## config.mk

```make
export PLATFORM = sky130hd
export DESIGN_NAME = http_request_parser_top
export DESIGN_NICKNAME = d
export VERILOG_FILES = /design/src/sv/hrp_pkg.sv /design/src/sv/hrp_in_stage.sv /design/src/sv/hrp_parser.sv /design/src/sv/hrp_out_stage.sv /design/src/sv/http_request_parser_top.sv
export SDC_FILE = /design/constraint.sdc
export NUM_CORES = 1
export LEC_CHECK = 0
export ABC_CLOCK_PERIOD_IN_PS = 12000
export BUFFER_PORTS_ARGS = -buffer_cell sky130_fd_sc_hd__buf_2
export CORE_ASPECT_RATIO = 0.6
export CORE_UTILIZATION = 45
export DETAILED_ROUTE_END_ITERATION = 7
export PLACE_DENSITY = 0.58
export SYNTH_ARGS = -nofsm -noshare
export SYNTH_HDL_FRONTEND = slang
export SYNTH_SLANG_ARGS = --single-unit
```

## constraint.sdc

```tcl
create_clock -name clk -period 12 [get_ports clk]
set_input_delay 0.6 -clock clk [delete_from_list [all_inputs] [get_ports clk]]
set_output_delay 0.6 -clock clk [all_outputs]
set_load 0.1 [all_outputs]
```

## src/sv/hrp_pkg.sv

```systemverilog
`timescale 1ns / 1ps
// Shared types, character codes and match strings for the HTTP request parser.
package hrp_pkg;

  localparam int LENGTH_BITS = 32;
  localparam int OUT_LEN_W   = 32;

  typedef logic [LENGTH_BITS-1:0] len_t;
  typedef logic [4:0]             midx_t;
  typedef logic [2:0]             fstep_t;

  typedef enum logic [1:0] {
    PH_REQ  = 2'd0,
    PH_HDR  = 2'd1,
    PH_BODY = 2'd2,
    PH_DONE = 2'd3
  } phase_t;

  typedef enum logic [1:0] {
    HK_UNDEC = 2'd0,
    HK_CONN  = 2'd1,
    HK_CLEN  = 2'd2,
    HK_SKIP  = 2'd3
  } hkind_t;

  // request line field steps
  localparam fstep_t FS_METHOD = 3'd0;
  localparam fstep_t FS_URL0   = 3'd1;
  localparam fstep_t FS_PFX    = 3'd2;
  localparam fstep_t FS_HOST   = 3'd3;
  localparam fstep_t FS_PATH   = 3'd4;
  localparam fstep_t FS_VER    = 3'd5;

  // header line field steps
  localparam fstep_t HS_NAME = 3'd0;
  localparam fstep_t HS_PRE  = 3'd1;
  localparam fstep_t HS_VAL  = 3'd2;

  localparam midx_t GET_LEN  = 5'd3;
  localparam midx_t PFX_LEN  = 5'd7;
  localparam midx_t VER_LEN  = 5'd8;
  localparam midx_t CONN_LEN = 5'd11;
  localparam midx_t CLEN_LEN = 5'd15;
  localparam midx_t KA_LEN   = 5'd10;

  localparam logic [7:0] CH_SP    = 8'h20;
  localparam logic [7:0] CH_TAB   = 8'h09;
  localparam logic [7:0] CH_CR    = 8'h0d;
  localparam logic [7:0] CH_LF    = 8'h0a;
  localparam logic [7:0] CH_SLASH = 8'h2f;
  localparam logic [7:0] CH_PLUS  = 8'h2b;
  localparam logic [7:0] CH_ZERO  = 8'h30;
  localparam logic [7:0] CH_NINE  = 8'h39;
  localparam logic [7:0] CH_UP_H  = 8'h48;
  localparam logic [7:0] CH_UP_N  = 8'h4e;
  localparam logic [7:0] CH_UP_T  = 8'h54;
  localparam logic [7:0] CH_LO_A  = 8'h61;
  localparam logic [7:0] CH_LO_Z  = 8'h7a;

  typedef struct packed {
    logic [7:0] data_byte;
    logic       new_request;
  } item_t;

  typedef struct packed {
    logic                 outcome;
    logic                 keep_alive;
    logic [OUT_LEN_W-1:0] body_length;
  } result_t;

  function automatic logic [7:0] up_case(input logic [7:0] b);
    if (b >= CH_LO_A && b <= CH_LO_Z) return b - 8'd32;
    return b;
  endfunction

  function automatic logic is_sep(input logic [7:0] b);
    return (b == CH_SP) || (b == CH_TAB);
  endfunction

  function automatic logic [7:0] get_char(input midx_t idx);
    case (idx)
      5'd0:    return "G";
      5'd1:    return "E";
      5'd2:    return "T";
      default: return 8'h00;
    endcase
  endfunction

  function automatic logic [7:0] ver_char(input midx_t idx);
    case (idx)
      5'd0:    return "H";
      5'd1:    return "T";
      5'd2:    return "T";
      5'd3:    return "P";
      5'd4:    return "/";
      5'd5:    return "1";
      5'd6:    return ".";
      5'd7:    return "1";
      default: return 8'h00;
    endcase
  endfunction

  function automatic logic [7:0] pfx_char(input midx_t idx);
    case (idx)
      5'd0:    return "H";
      5'd1:    return "T";
      5'd2:    return "T";
      5'd3:    return "P";
      5'd4:    return ":";
      5'd5:    return "/";
      5'd6:    return "/";
      default: return 8'h00;
    endcase
  endfunction

  function automatic logic [7:0] conn_char(input midx_t idx);
    case (idx)
      5'd0:    return "C";
      5'd1:    return "O";
      5'd2:    return "N";
      5'd3:    return "N";
      5'd4:    return "E";
      5'd5:    return "C";
      5'd6:    return "T";
      5'd7:    return "I";
      5'd8:    return "O";
      5'd9:    return "N";
      5'd10:   return ":";
      default: return 8'h00;
    endcase
  endfunction

  function automatic logic [7:0] clen_char(input midx_t idx);
    case (idx)
      5'd0:    return "C";
      5'd1:    return "O";
      5'd2:    return "N";
      5'd3:    return "T";
      5'd4:    return "E";
      5'd5:    return "N";
      5'd6:    return "T";
      5'd7:    return "-";
      5'd8:    return "L";
      5'd9:    return "E";
      5'd10:   return "N";
      5'd11:   return "G";
      5'd12:   return "T";
      5'd13:   return "H";
      5'd14:   return ":";
      default: return 8'h00;
    endcase
  endfunction

  function automatic logic [7:0] ka_char(input midx_t idx);
    case (idx)
      5'd0:    return "K";
      5'd1:    return "E";
      5'd2:    return "E";
      5'd3:    return "P";
      5'd4:    return "-";
      5'd5:    return "A";
      5'd6:    return "L";
      5'd7:    return "I";
      5'd8:    return "V";
      5'd9:    return "E";
      default: return 8'h00;
    endcase
  endfunction

endpackage

```

## src/sv/hrp_in_stage.sv

```systemverilog
`timescale 1ns / 1ps
// Input register of the HTTP request parser: holds one accepted byte until parsed.
module hrp_in_stage import hrp_pkg::*; (
  input  logic       clk,
  input  logic       rst_n,
  input  logic       in_valid,
  output logic       in_stall,
  input  logic [7:0] in_data_byte,
  input  logic       in_new_request,
  input  logic       ready,
  output logic       take,
  output item_t      item
);

  logic  valid_r;
  item_t item_r;
  logic  load;

  assign in_stall = valid_r && !ready;
  assign load     = in_valid && !in_stall;
  assign take     = valid_r && ready;
  assign item     = item_r;

  always_ff @(posedge clk) begin
    if (!rst_n) begin
      valid_r <= 1'b0;
    end else if (load) begin
      valid_r <= 1'b1;
    end else if (ready) begin
      valid_r <= 1'b0;
    end
  end

  always_ff @(posedge clk) begin
    if (load) begin
      item_r.data_byte   <= in_data_byte;
      item_r.new_request <= in_new_request;
    end
  end

endmodule

```

## src/sv/hrp_parser.sv

```systemverilog
`timescale 1ns / 1ps
// Parser state and the per-byte next-state and result logic.
module hrp_parser import hrp_pkg::*; (
  input  logic    clk,
  input  logic    rst_n,
  input  logic    take,
  input  item_t   item,
  output logic    emit,
  output result_t result
);

  phase_t ph_r, ph_b, ph_nxt;
  fstep_t fs_r, fs_b, fs_nxt;
  midx_t  mi_r, mi_b, mi_nxt;
  hkind_t hk_r, hk_b, hk_nxt;
  logic   mg_r, mg_b, mg_nxt;
  logic   cr_r, cr_b, cr_nxt;
  logic   le_r, le_b, le_nxt;
  logic   ka_r, ka_b, ka_nxt;
  len_t   len_r, len_b, len_nxt;
  len_t   bc_r, bc_b, bc_nxt;

  logic [7:0]         b;
  logic [7:0]         ub;
  logic               sep;
  logic               dig;
  logic [LENGTH_BITS:0] bc_inc;
  logic               req_bad;
  logic               ver_ok;
  logic               bad;
  logic               val_now;

  function automatic len_t add_digit(input len_t v, input logic [7:0] ch);
    logic [LENGTH_BITS+3:0] acc;
    acc = ({4'b0, v} << 3) + ({4'b0, v} << 1) + (LENGTH_BITS + 4)'(ch[3:0]);
    if (|acc[LENGTH_BITS+3:LENGTH_BITS]) return '1;
    return acc[LENGTH_BITS-1:0];
  endfunction

  // new_request restarts the parse before the byte is looked at
  always_comb begin
    if (item.new_request) begin
      ph_b  = PH_REQ;
      fs_b  = FS_METHOD;
      mi_b  = '0;
      hk_b  = HK_UNDEC;
      mg_b  = 1'b1;
      cr_b  = 1'b0;
      le_b  = 1'b1;
      ka_b  = 1'b0;
      len_b = '0;
      bc_b  = '0;
    end else begin
      ph_b  = ph_r;
      fs_b  = fs_r;
      mi_b  = mi_r;
      hk_b  = hk_r;
      mg_b  = mg_r;
      cr_b  = cr_r;
      le_b  = le_r;
      ka_b  = ka_r;
      len_b = len_r;
      bc_b  = bc_r;
    end
  end

  assign b      = item.data_byte;
  assign ub     = up_case(b);
  assign sep    = is_sep(b);
  assign dig    = (b >= CH_ZERO) && (b <= CH_NINE);
  assign bc_inc = {1'b0, bc_b} + (LENGTH_BITS + 1)'(1);
  assign ver_ok = (fs_b == FS_VER) && mg_b && (mi_b == VER_LEN);

  // request line bytes that make the request certainly bad
  always_comb begin
    case (fs_b)
      FS_METHOD: req_bad = sep && !(mg_b && mi_b == GET_LEN);
      FS_URL0:   req_bad = sep || !(b == CH_SLASH || ub == CH_UP_H);
      FS_PFX:    req_bad = sep || (mi_b >= PFX_LEN) || (ub != pfx_char(mi_b));
      FS_HOST:   req_bad = sep;
      default:   req_bad = 1'b0;
    endcase
  end

  // outputs: whether this byte ends the request, and how
  always_comb begin
    emit = 1'b0;
    bad  = 1'b0;
    unique case (ph_b)
      PH_BODY: emit = (bc_inc >= {1'b0, len_b});
      PH_DONE: emit = 1'b0;
      default: begin
        if (cr_b) begin
          if (b != CH_LF) begin
            emit = 1'b1;
            bad  = 1'b1;
          end else if (ph_b == PH_REQ) begin
            emit = !ver_ok;
            bad  = !ver_ok;
          end else begin
            emit = le_b && (len_b == '0);
          end
        end else if (b == CH_LF) begin
          emit = 1'b1;
          bad  = 1'b1;
        end else if (b != CH_CR && ph_b == PH_REQ) begin
          emit = req_bad;
          bad  = req_bad;
        end
      end
    endcase
    result.outcome     = bad;
    result.keep_alive  = bad ? 1'b0 : ka_b;
    result.body_length = bad ? '0 : OUT_LEN_W'(len_b);
  end

  // next state
  always_comb begin
    ph_nxt  = ph_b;
    fs_nxt  = fs_b;
    mi_nxt  = mi_b;
    hk_nxt  = hk_b;
    mg_nxt  = mg_b;
    cr_nxt  = cr_b;
    le_nxt  = le_b;
    ka_nxt  = ka_b;
    len_nxt = len_b;
    bc_nxt  = bc_b;
    val_now = 1'b0;
    unique case (ph_b)
      PH_BODY: bc_nxt = bc_inc[LENGTH_BITS-1:0];
      PH_DONE: ph_nxt = PH_DONE;
      default: begin
        if (cr_b) begin
          cr_nxt = 1'b0;
          if (ph_b == PH_REQ) begin
            ph_nxt = PH_HDR;
          end else if (le_b) begin
            ph_nxt = PH_BODY;
            bc_nxt = '0;
          end else if (hk_b == HK_CONN && fs_b >= HS_PRE && mg_b && mi_b == KA_LEN) begin
            ka_nxt = 1'b1;
          end
          fs_nxt = FS_METHOD;
          mi_nxt = '0;
          hk_nxt = HK_UNDEC;
          mg_nxt = 1'b1;
          le_nxt = 1'b1;
        end else if (b == CH_CR) begin
          cr_nxt = 1'b1;
        end else if (b != CH_LF) begin
          le_nxt = 1'b0;
          if (ph_b == PH_REQ) begin
            case (fs_b)
              FS_METHOD: begin
                if (sep) begin
                  fs_nxt = FS_URL0;
                  mi_nxt = '0;
                  mg_nxt = 1'b1;
                end else begin
                  if (mi_b >= GET_LEN || ub != get_char(mi_b)) mg_nxt = 1'b0;
                  if (mi_b < GET_LEN + 5'd1) mi_nxt = mi_b + 5'd1;
                end
              end
              FS_URL0: begin
                if (b == CH_SLASH) begin
                  fs_nxt = FS_PATH;
                end else if (ub == CH_UP_H) begin
                  fs_nxt = FS_PFX;
                  mi_nxt = 5'd1;
                end
              end
              FS_PFX: begin
                mi_nxt = mi_b + 5'd1;
                if (mi_b + 5'd1 == PFX_LEN) fs_nxt = FS_HOST;
              end
              FS_HOST: begin
                if (b == CH_SLASH) fs_nxt = FS_PATH;
              end
              FS_PATH: begin
                if (sep) begin
                  fs_nxt = FS_VER;
                  mi_nxt = '0;
                  mg_nxt = 1'b1;
                end
              end
              default: begin
                if (mi_b >= VER_LEN || ub != ver_char(mi_b)) mg_nxt = 1'b0;
                if (mi_b < VER_LEN + 5'd1) mi_nxt = mi_b + 5'd1;
              end
            endcase
          end else if (hk_b != HK_SKIP) begin
            if (fs_b == HS_NAME) begin
              case (hk_b)
                HK_UNDEC: begin
                  if (mi_b < GET_LEN) begin
                    if (ub != conn_char(mi_b)) hk_nxt = HK_SKIP;
                    mi_nxt = mi_b + 5'd1;
                  end else begin
                    // fourth letter tells Connection from Content-Length
                    if (ub == CH_UP_N) hk_nxt = HK_CONN;
                    else if (ub == CH_UP_T) hk_nxt = HK_CLEN;
                    else hk_nxt = HK_SKIP;
                    mi_nxt = 5'd4;
                  end
                end
                HK_CONN: begin
                  if (mi_b >= CONN_LEN || ub != conn_char(mi_b)) begin
                    hk_nxt = HK_SKIP;
                  end else if (mi_b == CONN_LEN - 5'd1) begin
                    fs_nxt = HS_PRE;
                    mi_nxt = '0;
                    mg_nxt = 1'b1;
                  end else begin
                    mi_nxt = mi_b + 5'd1;
                  end
                end
                default: begin
                  if (mi_b >= CLEN_LEN || ub != clen_char(mi_b)) begin
                    hk_nxt = HK_SKIP;
                  end else if (mi_b == CLEN_LEN - 5'd1) begin
                    fs_nxt  = HS_PRE;
                    mi_nxt  = '0;
                    len_nxt = '0;
                  end else begin
                    mi_nxt = mi_b + 5'd1;
                  end
                end
              endcase
            end else begin
              val_now = 1'b1;
              if (fs_b == HS_PRE) begin
                if (sep) begin
                  val_now = 1'b0;
                end else begin
                  fs_nxt = HS_VAL;
                  if (hk_b == HK_CLEN) begin
                    // first value byte of Content-Length may be a plus sign
                    val_now = 1'b0;
                    if (b != CH_PLUS) begin
                      if (dig) len_nxt = add_digit(len_b, b);
                      else hk_nxt = HK_SKIP;
                    end
                  end
                end
              end
              if (val_now) begin
                if (hk_b == HK_CONN) begin
                  if (mi_b >= KA_LEN || ub != ka_char(mi_b)) mg_nxt = 1'b0;
                  if (mi_b < KA_LEN + 5'd1) mi_nxt = mi_b + 5'd1;
                end else begin
                  if (dig) len_nxt = add_digit(len_b, b);
                  else hk_nxt = HK_SKIP;
                end
              end
            end
          end
        end
      end
    endcase
    if (emit) ph_nxt = PH_DONE;
  end

  always_ff @(posedge clk) begin
    if (!rst_n) begin
      ph_r  <= PH_REQ;
      fs_r  <= FS_METHOD;
      mi_r  <= '0;
      hk_r  <= HK_UNDEC;
      mg_r  <= 1'b1;
      cr_r  <= 1'b0;
      le_r  <= 1'b1;
      ka_r  <= 1'b0;
      len_r <= '0;
      bc_r  <= '0;
    end else if (take) begin
      ph_r  <= ph_nxt;
      fs_r  <= fs_nxt;
      mi_r  <= mi_nxt;
      hk_r  <= hk_nxt;
      mg_r  <= mg_nxt;
      cr_r  <= cr_nxt;
      le_r  <= le_nxt;
      ka_r  <= ka_nxt;
      len_r <= len_nxt;
      bc_r  <= bc_nxt;
    end
  end

  a_done_quiet: assert property (@(posedge clk) disable iff (!rst_n)
    (take && ph_r == PH_DONE && !item.new_request) |-> !emit)
    else $error("result emitted after the request was finished");

  a_emit_done: assert property (@(posedge clk) disable iff (!rst_n)
    (take && emit) |=> (ph_r == PH_DONE))
    else $error("parser did not stop after a result");

  a_body_count: assert property (@(posedge clk) disable iff (!rst_n)
    (ph_r == PH_BODY) |-> (bc_r < len_r))
    else $error("body count reached length without a result");

endmodule

```

## src/sv/hrp_out_stage.sv

```systemverilog
`timescale 1ns / 1ps
// Result register of the HTTP request parser with its valid/stall handshake.
module hrp_out_stage import hrp_pkg::*; (
  input  logic                 clk,
  input  logic                 rst_n,
  input  logic                 load,
  input  result_t              result,
  output logic                 ready,
  output logic                 out_valid,
  input  logic                 out_stall,
  output logic                 out_outcome,
  output logic                 out_keep_alive,
  output logic [OUT_LEN_W-1:0] out_body_length
);

  logic    valid_r;
  result_t res_r;

  // a held result that is being taken frees the register this cycle
  assign ready           = !valid_r || !out_stall;
  assign out_valid       = valid_r;
  assign out_outcome     = res_r.outcome;
  assign out_keep_alive  = res_r.keep_alive;
  assign out_body_length = res_r.body_length;

  always_ff @(posedge clk) begin
    if (!rst_n) begin
      valid_r <= 1'b0;
    end else if (load) begin
      valid_r <= 1'b1;
    end else if (!out_stall) begin
      valid_r <= 1'b0;
    end
  end

  always_ff @(posedge clk) begin
    if (load) begin
      res_r <= result;
    end
  end

endmodule

```

## src/sv/http_request_parser_top.sv

```systemverilog
`timescale 1ns / 1ps
// HTTP/1.1 request header parser. Takes one request byte per item and can accept an
// item every clock cycle. The byte sits in an input register, the parser state (request
// line match, header match, Content-Length accumulate with saturation, body byte count)
// advances once per byte, and the result (complete GET or bad request) that the byte
// decides goes to an output register and shows on out_valid. Input flows at full rate
// as long as results are taken when offered. While a result is held by out_stall, the
// input register keeps one byte and then stalls. After a result, bytes are absorbed
// without output until an item with new_request set restarts the parse. The state
// update, whose longest path is the Content-Length times-ten add and overflow check,
// sets the rate.
module http_request_parser_top import hrp_pkg::*; (
  input  logic                 clk,
  input  logic                 rst_n,
  input  logic                 in_valid,
  output logic                 in_stall,
  input  logic [7:0]           in_data_byte,
  input  logic                 in_new_request,
  output logic                 out_valid,
  input  logic                 out_stall,
  output logic                 out_outcome,
  output logic                 out_keep_alive,
  output logic [OUT_LEN_W-1:0] out_body_length
);

  logic    ready;
  logic    take;
  logic    emit;
  item_t   item;
  result_t result;

  hrp_in_stage u_in (
    .clk            (clk),
    .rst_n          (rst_n),
    .in_valid       (in_valid),
    .in_stall       (in_stall),
    .in_data_byte   (in_data_byte),
    .in_new_request (in_new_request),
    .ready          (ready),
    .take           (take),
    .item           (item)
  );

  hrp_parser u_parser (
    .clk    (clk),
    .rst_n  (rst_n),
    .take   (take),
    .item   (item),
    .emit   (emit),
    .result (result)
  );

  hrp_out_stage u_out (
    .clk             (clk),
    .rst_n           (rst_n),
    .load            (take && emit),
    .result          (result),
    .ready           (ready),
    .out_valid       (out_valid),
    .out_stall       (out_stall),
    .out_outcome     (out_outcome),
    .out_keep_alive  (out_keep_alive),
    .out_body_length (out_body_length)
  );

endmodule
```

==> impl_metrics.json, run 1 <==
{
  "synthesis.nets": 1724,
  "coreArea_mm2": 0.02648,
  "cts_sinks": 125,
  "num_rows": 46,
  "post_cts_buffers": 0,
  "antenna_cells": 0,
  "slowest_delay_ns": 0.51,
  "ir_worst_vdd_v": 0.0001141,
  "synth_most_common_cell": "nor2_1",
  "end_kind": "flip-flop",
  "final.setup.worst_slack_ns": 5.975,
  "synth_top_family_by_area": "compound AO/OA/AOI/OAI gates",
  "htreeDepth": 4,
  "synthFlopType": "dfxtp_1",
  "power.switching_mw": 0.3133,
  "hold_class": "input pin to flip-flop",
  "hold_viol": 0,
  "fmax_mhz": 166.0,
  "track_usage_pct": 33.17,
  "grt_pass1_vias": 11408,
  "synth_seq_area_share_pct": 24.15,
  "synth-adder-area-share_pct": 11.29,
  "grt_max_degree": 106,
  "finClkSkew_ns": 0.01003,
  "tns_ns": 0,
  "io_pins": 49,
  "syn_area_mm2": 0.01214,
  "yosysTopAreaCellShare_pct": 13.52,
  "crit_type": "flip-flop to flip-flop",
  "numCtsBuffers": 17,
  "p_leak_nw": 5.391,
  "first_pass_iters": 6,
  "grt_overflow": 0,
  "syn_inst": 1602,
  "synth_warnings": 0,
  "drt-initial-drc-count": 2186,
  "sw_frac_of_total_pct": 28.56,
  "port_buffers": 48,
  "period_needed_ns": 6.025,
  "drcViolationCount": 0,
  "fp.dieW_um": 214.1,
  "status": "finished, final reports clean",
  "nets": 1708,
  "die_h_um": 129.3,
  "clk_pin_slew_worst_paths_ns": 0.06,
  "startpoint_type": "flip-flop",
  "max_slew_margin_pct": 16.41,
  "tightest_slew_ns": 1.254,
  "combPwrFrac_pct": 10.9,
  "routed_via_density": 6.675,
  "layout-drive-gt1-share_pct": 8.318,
  "p_per_area_mw_per_mm2": 83.41,
  "die-area_mm2": 0.02767,
  "synth-compound-area-share_pct": 27.76,
  "initial_core_util_pct": 45.87,
  "syn_avg_cell_area_um2": 7.581,
  "clkPwrFrac_pct": 48.3,
  "fin_crit_sh_pct": 50.21,
  "area_growth_pct": 8.283,
  "internal_power_mw": 0.7836,
  "wirelength_um": 46460,
  "cts_hold_buf": 0,
  "worstPathArrival_ns": 6.32,
  "dp_hpwl_um": 34880,
  "cts_resized": 0,
  "crit_path_frequent_cell": "ha_1",
  "vias": 13077,
  "cp_slowest_cell": "buf_4",
  "sequentialPowerShare_pct": 40.8,
  "cts_tree": "built",
  "clock_latency_ns": 0.45,
  "synthArstFlopShare_pct": 0,
  "ys_types": 94,
  "postRouteAntennaNets": 0,
  "crit_chain": "buf_12 -> inv_2 -> buf_4 -> nand2_1 -> inv_1 -> ha_1 -> ha_1 -> a211oi_1 -> o211ai_1 -> a41oi_1 -> o21ai_0 -> a211o_1 -> a32o_1 -> or2_1 -> o31ai_1 -> a31oi_1",
  "yosys-top-cells-area": "dfxtp_1 (14%), ha_1 (11%), edfxtp_1 (11%)",
  "cap_viol_max_count": 0,
  "routedWlPerCell_um": 23.72,
  "dp_slack_ns": 6.104,
  "yosys.area_share.simple_pct": 24.91,
  "synth_edf_count": 43,
  "gp_congestion": 0.9965,
  "netlist_top_cells_count": "nor2_1 (195), nand2_1 (124), a21oi_1 (121)",
  "root_buffer": "clkbuf_16",
  "worstPathMaxFanout": 105,
  "grt_antenna_before_repair": 0,
  "worstPathRequired_ns": 12.30,
  "yosysTopAreaCell": "dfxtp_1",
  "setup_viol": 0,
  "synth-xor-area-share_pct": 5.409,
  "drv_slew": 0,
  "ys_seq_elements": 125,
  "cts.path.max_buffers": 2,
  "synthMuxAreaShare_pct": 0.9067,
  "grt_pass1_wl_um": 70680,
  "rsz0062_at_grt": "no"
}
[power groups by stage]
stage | clock network, mW | logic [mW] | registers [mW]
final | 0.530 | 0.119 | 0.448
after global routing | 0.553 | 0.127 | 0.448
after CTS | 0.532 | 0.114 | 0.447
after detailed placement | 0 | 0.114 | 0.456
after global placement | 0 | 0.114 | 0.456
after floorplan | 0 | 0.0795 | 0.456
[routing by layer]
metal | vias up | GRT usage [%] | wire length (µm)
met5 | - | 0 | 0
met4 | 0 | 5.336 | 519
met3 | 65 | 13.36 | 6867
met2 | 857 | 40.89 | 16580
met1 | 6194 | 51.94 | 22500
li1 | 5961 | - | -
[cell type report]
type / instances / area (µm²)
multi-input combinational: 1314 / 8553
timing repair buffer: 68 / 402.9
sequential: 125 / 2933
clock inverter: 14 / 156.4
tap: 360 / 450.4
inverter: 60 / 225.2
clock buffer: 18 / 429.2
fill: 2585 / 13330
[final timing paths]
check / slack (ns) / to / depth (start not counted) / start
max reg2reg: 5.97 / u_parser.len_r[23]$_SDFFE_PN0P_ / 16 / u_in.item[0]$_DFFE_PP_
min reg2reg: 0.46 / u_parser.len_r[26]$_SDFFE_PN0P_ / 1 / u_parser.len_r[26]$_SDFFE_PN0P_
min: 0.33 / u_in.item[2]$_DFFE_PP_ / 1 / in_data_byte[1]
max: 5.97 / u_parser.len_r[23]$_SDFFE_PN0P_ / 16 / u_in.item[0]$_DFFE_PP_
[metrics by stage]
stage	hold WS, ns	utilization (%)	std cells	instance area [µm²]	power [mW]
finish	0.3287	49.67	1959	13150	1.097
detailed placement	0.4442	47.46	1927	12560	0.5701
global placement	0.4486	47.46	1927	12560	0.5704
floorplan	0.4260	-	1602	12140	0.5354
CTS	0.3167	49.67	1959	13150	1.094
global route	0.3112	49.67	1959	13150	1.129
[logic make-up after synthesis]
logic type,after synthesis
buffers and inverters,163
and+or+nand+nor,610
DFF,125
xor gates and xnor gates,75
adders and majority gates,109
muxes,11
AOI/OAI and AO/OA,509
[flip-flops by register name, summed over array words and instances, names as in the netlist]
| signal | cells |
|---|---|
| u_parser.bc_r | 32 |
| u_parser.hk_r | 2 |
| u_out.out_valid | 1 |
| u_in.valid_r | 1 |
| u_parser.fs_r | 3 |
| u_parser.cr_r | 1 |
| u_parser.ph_r | 2 |
| u_out.out_body_length | 32 |
| u_out.out_outcome | 1 |
| u_parser.mg_r | 1 |
| u_out.out_keep_alive | 1 |
| u_parser.len_r | 32 |
| u_parser.ka_r | 1 |
| u_parser.mi_r | 5 |
| u_in.item | 9 |
| u_parser.le_r | 1 |
[worst max-delay path, delay by kind of cell, from the launching register on]
kind	cells	cell delay, ns
adders and majority gates	2	0.60
DFF	1	0.41
AOI/OAI and AO/OA	8	2.56
and+or+nand+nor	2	0.81
buffers and inverters	4	1.42
[layout by cell type, fill, tap and decap left out, types with 19 or more instances in the layout]
| cell | instances |
|---|---|
| a211oi_1 | 20 |
| a21o_1 | 28 |
| a21oi_1 | 121 |
| a22oi_1 | 33 |
| a31oi_1 | 27 |
| buf_2 | 48 |
| buf_4 | 19 |
| dfxtp_1 | 82 |
| edfxtp_1 | 43 |
| ha_1 | 108 |
| inv_1 | 54 |
| nand2_1 | 124 |
| nand3_1 | 51 |
| nand4_1 | 49 |
| nor2_1 | 195 |
| nor2b_1 | 28 |
| nor3_1 | 39 |
| o211ai_1 | 22 |
| o21ai_0 | 115 |
| xnor2_1 | 46 |
| xor2_1 | 29 |
(Power assumes the default switching activity.)
==> run 2: changes to the inputs <==
Settings changed: ABC_CLOCK_PERIOD_IN_PS 12000 to 5500, PLACE_DENSITY 0.58 to 0.61.
Clock period 12 ns to 5.5 ns, I/O delays scaled along.
==> impl_metrics.json, run 2 (synthesized netlist as in run 1, its figures left out) <==
{
  "postRouteAntennaNets": 0,
  "worstPathMaxFanout": 48,
  "crit_buf_inv": 1,
  "clk_pin_slew_worst_paths_ns": 0.07,
  "whs_path_depth": 1,
  "io_pins": 49,
  "rsz0062_at_grt": "no",
  "wirelength_um": 46460,
  "grt_pass1_vias": 11477,
  "r2r_cells": 18,
  "crit_chain": "buf_12 -> nor2b_1 -> ha_1 -> and4_1 -> and3_1 -> nand3_1 -> nor2_1 -> xnor2_1 -> nor2_1 -> ha_1 -> a21o_1 -> a211oi_1 -> o22ai_1 -> a311oi_1 -> o41a_1 -> o211ai_1 -> a31o_2 -> and2_4",
  "vias": 13042,
  "worstPathRequired_ns": 5.64,
  "startpoint_type": "flip-flop",
  "path_depth": 18,
  "cp_slowest_cell": "edfxtp_1",
  "layout-drive-gt1-share_pct": 10.12,
  "gp_congestion": 1.014,
  "most-common-layout-cells": "nor2_1 (195), nand2_1 (124), a21oi_1 (121)",
  "routed_via_density": 6.547,
  "setup_viol": 0,
  "worstPathArrival_ns": 5.26,
  "grt_antenna_before_repair": 0,
  "mostFrequentLayoutCell": "nor2_1",
  "finClkSkew_ns": 0.01495,
  "initial_core_util_pct": 45.87,
  "post-route-util_pct": 50.68,
  "grt_max_degree": 59,
  "status": "finished, final reports clean",
  "drv_slew": 0,
  "ir_worst_vdd_v": 0.0002145,
  "drcViolationCount": 0,
  "tns_ns": 0,
  "htreeDepth": 4,
  "track_usage_pct": 33.24,
  "drt-initial-drc-count": 1921,
  "busiest_layer": "met1",
  "max_slew_margin_pct": 30.08,
  "critPathTopFamily": "simple AND/OR/NAND/NOR gates",
  "fin_crit_sh_pct": 93.22,
  "tightest_slew_ns": 1.047,
  "numCtsBuffers": 17,
  "grt_overflow": 0,
  "p_per_area_mw_per_mm2": 180.1,
  "post_cts_buffers": 0,
  "slowest_delay_ns": 0.44,
  "met2_usage_pct": 41.48,
  "num_rows": 46,
  "p_leak_nw": 5.556,
  "coreArea_mm2": 0.02648,
  "fmax_mhz": 195.0,
  "cap_viol_max_count": 0,
  "die_h_um": 129.3,
  "use_met1_pct": 50.14,
  "crit_type": "flip-flop to flip-flop",
  "routedWlPerCell_um": 23.32,
  "hold_class": "input pin to flip-flop",
  "cts_tree": "built",
  "first_pass_iters": 6,
  "cts.path.max_buffers": 2,
  "cts_sinks": 125,
  "area_growth_pct": 10.48,
  "clock_latency_ns": 0.44,
  "hold_viol": 0,
  "met3_usage_pct": 14.53,
  "end_kind": "flip-flop",
  "fp.dieW_um": 214.1,
  "dp_hpwl_um": 35630,
  "port_buffers": 48,
  "die-area_mm2": 0.02767,
  "root_buffer": "clkbuf_16",
  "period_needed_ns": 5.127,
  "grt_pass1_wl_um": 70370,
  "nets": 1740
}
-- run 2: cell count changes in the layout (fill, tap and decap cells not counted), moves of 2 or more --
cell	previous run	this run
buf_4	19	50
clkinv_4	3	5
inv_6	6	3
inv_8	0	4
clkinv_2	2	0
-- run 2: power by group --
part           switching [mW]  internal [mW]  leakage, nW
registers              0.0209          0.961         1.07
clock network           0.486          0.685        0.298
logic                   0.186         0.0782         4.19
total                   0.692           1.72         5.56
-- run 2: layout make-up --
cell class,instances,area [µm²]
Clock buffer,17,425.4
Fill cell,2603,13060
Inverter,60,225.2
Tap cell,360,450.4
Antenna cell,1,2.502
Sequential cell,125,2933
Timing Repair Buffer,100,645.6
Clock inverter,15,178.9
Multi-Input combinational cell,1314,8556
-- run 2: worst register-to-register path, delay by kind of cell, from the launching register on --
kind | cells | cell delay (ns)
fa+ha+maj | 2 | 0.70
compound gates | 7 | 1.49
simple gates | 7 | 1.80
buf+inv | 1 | 0.23
xor+xnor | 1 | 0.13
flops | 1 | 0.44
-- run 2: final timing paths --
| check | startpoint | end | slack [ns] |
|---|---|---|---|
| setup / recovery | u_in.item[0]$_DFFE_PP_ | u_out.out_body_length[5]$_SDFFCE_PP0P_ | 0.37 |
| hold / removal | in_data_byte[5] | u_in.item[6]$_DFFE_PP_ | 0.01 |
| setup reg to reg | u_in.item[0]$_DFFE_PP_ | u_out.out_body_length[5]$_SDFFCE_PP0P_ | 0.37 |
| hold reg to reg | u_parser.len_r[22]$_SDFFE_PN0P_ | u_parser.len_r[22]$_SDFFE_PN0P_ | 0.47 |
-- run 2: stage by stage --
| stage | instances | power [mW] | hold WS [ns] | instance area [µm²] | setup slack, ns |
|---|---|---|---|---|---|
| after global routing | 1991 | 2.480 | 0.001208 | 13410 | 0.05300 |
| after CTS | 1991 | 2.411 | 0.0002149 | 13410 | 0.4414 |
| after detailed placement | 1958 | 1.250 | 0.4427 | 12800 | 0.4547 |
| final | 1992 | 2.417 | 0.01450 | 13420 | 0.3729 |
| after global placement | 1958 | 1.250 | 0.4499 | 12800 | 0.4617 |
| after floorplan | 1602 | 1.168 | 0.3739 | 12150 | 0.07623 |
-- run 2: layer usage --
layer | wire [µm] | vias up | share of wire [%]
met5 | 76 | - | 0.16
met4 | 676 | 2 | 1.5
met3 | 7263 | 69 | 16
met2 | 16590 | 859 | 36
met1 | 21850 | 6093 | 47
li1 | - | 6019 | -
-- run 2: timing repair --
action / in CTS / in global routing
gates resized for setup: 0 / 0
hold buffers: 1 / 0
hold endpoints to repair: 1 / 0
==> run 3: changes to the inputs <==
Settings changed: CORE_MARGIN from default to 4, CTS_CLUSTER_SIZE from default to 40.
==> impl_metrics.json, run 3 (synthesized netlist as in run 1, its figures left out) <==
{
  "status": "finished, final reports clean",
  "layout-drive-gt1-share_pct": 10.63,
  "grt_pass1_wl_um": 75130,
  "period_needed_ns": 5.234,
  "port_buffers": 48,
  "grt_antenna_before_repair": 0,
  "fp.dieW_um": 220.1,
  "drcViolationCount": 0,
  "grt_overflow": 0,
  "cts_tree": "built",
  "numCtsBuffers": 17,
  "hold_start": "in_data_byte[6]",
  "grt_max_degree": 50,
  "startpoint_type": "flip-flop",
  "drv_slew": 0,
  "end_kind": "flip-flop",
  "die_h_um": 135.3,
  "root_buffer": "clkbuf_16",
  "fmax_mhz": 191.0,
  "most-common-layout-cells": "nor2_1 (195), nand2_1 (124), a21oi_1 (121)",
  "p_per_area_mw_per_mm2": 178.7,
  "dp_hpwl_um": 38590,
  "r2r-start": "u_in.item[0]$_DFFE_PP_",
  "htreeDepth": 4,
  "crit_type": "flip-flop to flip-flop",
  "tns_ns": 0,
  "routedWlPerCell_um": 24.68,
  "max_slew_margin_pct": 14.03,
  "place_area_mm2": 0.01285,
  "cp_slowest_cell": "a41oi_1",
  "grt_pass1_vias": 11955,
  "gp_congestion": 1.046,
  "track_usage_pct": 33.05,
  "crit_buf_inv": 2,
  "min_to": "u_in.item[7]$_DFFE_PP_",
  "first_pass_iters": 7,
  "worstPathArrival_ns": 5.57,
  "die-area_mm2": 0.02977,
  "clock_latency_ns": 0.44,
  "hold_viol": 0,
  "path_depth": 14,
  "r2r_end": "u_parser.len_r[22]$_SDFFE_PN0P_",
  "finClkSkew_ns": 0.008173,
  "wirelength_um": 49510,
  "r2r_cells": 14,
  "whs_path_depth": 1,
  "cts_sinks": 125,
  "antenna_cells": 0,
  "io_pins": 49,
  "hold_class": "input pin to flip-flop",
  "nets": 1755,
  "fin_area_mm2": 0.01352,
  "postRouteAntennaNets": 0,
  "ir_worst_vdd_v": 0.0001731,
  "rsz0062_at_grt": "no",
  "clk_pin_slew_worst_paths_ns": 0.07,
  "vias": 13373,
  "worstPathRequired_ns": 5.83,
  "tightest_slew_ns": 1.287,
  "critPathTopFamily": "compound AO/OA/AOI/OAI gates",
  "p_leak_nw": 5.617,
  "slowest_delay_ns": 0.58,
  "worstPathMaxFanout": 20,
  "cts_resized": 0,
  "drt-initial-drc-count": 2215,
  "initial_core_util_pct": 45.87,
  "fin_crit_sh_pct": 95.17,
  "crit_start": "u_in.item[0]$_DFFE_PP_",
  "r2r_slack_ns": 0.27,
  "crit_chain": "inv_2 -> nand2_1 -> inv_1 -> ha_1 -> ha_1 -> a211oi_1 -> o211ai_1 -> a41oi_1 -> o21ai_0 -> a211o_1 -> a32o_1 -> nor2_4 -> nand4_1 -> a32o_1",
  "cap_viol_max_count": 0,
  "routed_via_density": 6.667,
  "cts.path.max_buffers": 2,
  "coreArea_mm2": 0.02648,
  "mostFrequentLayoutCell": "nor2_1",
  "setup_viol": 0,
  "area_growth_pct": 11.33,
  "num_rows": 46
}
[run 3: routing by layer]
| metal | share of wire (%) | track usage, % |
|---|---|---|
| met3 | 17 | 15.24 |
| met1 | 48 | 53.74 |
| met2 | 34 | 38.15 |
| met5 | 0 | 0 |
| met4 | 1.1 | 5.089 |
[run 3: through the flow]
stage / util (%) / instances / total power, mW / hold WS (ns) / worst slack [ns]
6_report: 51.07 / 2006 / 2.415 / 0.01941 / 0.2655
5_1_grt: 51.07 / 2006 / 2.493 / 0.0009754 / 0.1139
4_1_cts: 51.07 / 2006 / 2.415 / 0.003377 / 0.4940
3_5_place_dp: 48.55 / 1967 / 1.257 / 0.4466 / 0.5315
3_3_place_gp: 48.55 / 1967 / 1.257 / 0.4512 / 0.6341
2_1_floorplan: - / 1602 / 1.168 / 0.3739 / 0.07623
[run 3: repair_timing]
item | CTS | global route
buffers inserted | 0 | 0
hold endpoints to repair | 7 | 0
hold buffers | 7 | 0
endpoints found under the setup margin | 0 | 0
[run 3: worst max-delay path by stage]
stage | end | slack, ns
after floorplan | u_out.out_body_length[0]$_SDFFCE_PP0P_ | 0.08
after global placement | u_parser.len_r[22]$_SDFFE_PN0P_ | 0.63
after detailed placement | u_parser.len_r[22]$_SDFFE_PN0P_ | 0.53
after CTS | u_parser.len_r[22]$_SDFFE_PN0P_ | 0.49
after global routing | u_parser.len_r[22]$_SDFFE_PN0P_ | 0.11
final | u_parser.len_r[22]$_SDFFE_PN0P_ | 0.27
[run 3: cell type report]
cell class                 count  area [µm²]
clock buffer                  17       425.4
clock inverter                15       170.2
fill                        2637       12950
inverter                      60       225.2
multi-input combinational   1314        8556
sequential                   125        2933
tap                          360       450.4
timing repair buffer         115       760.7
[run 3: power breakdown]
group / switching (mW) / internal [mW] / total, mW / leakage (nW)
clock: 0.512 / 0.647 / 1.16 / 0.294
sequential: 0.0207 / 0.961 / 0.982 / 1.07
combinational: 0.192 / 0.0830 / 0.275 / 4.26
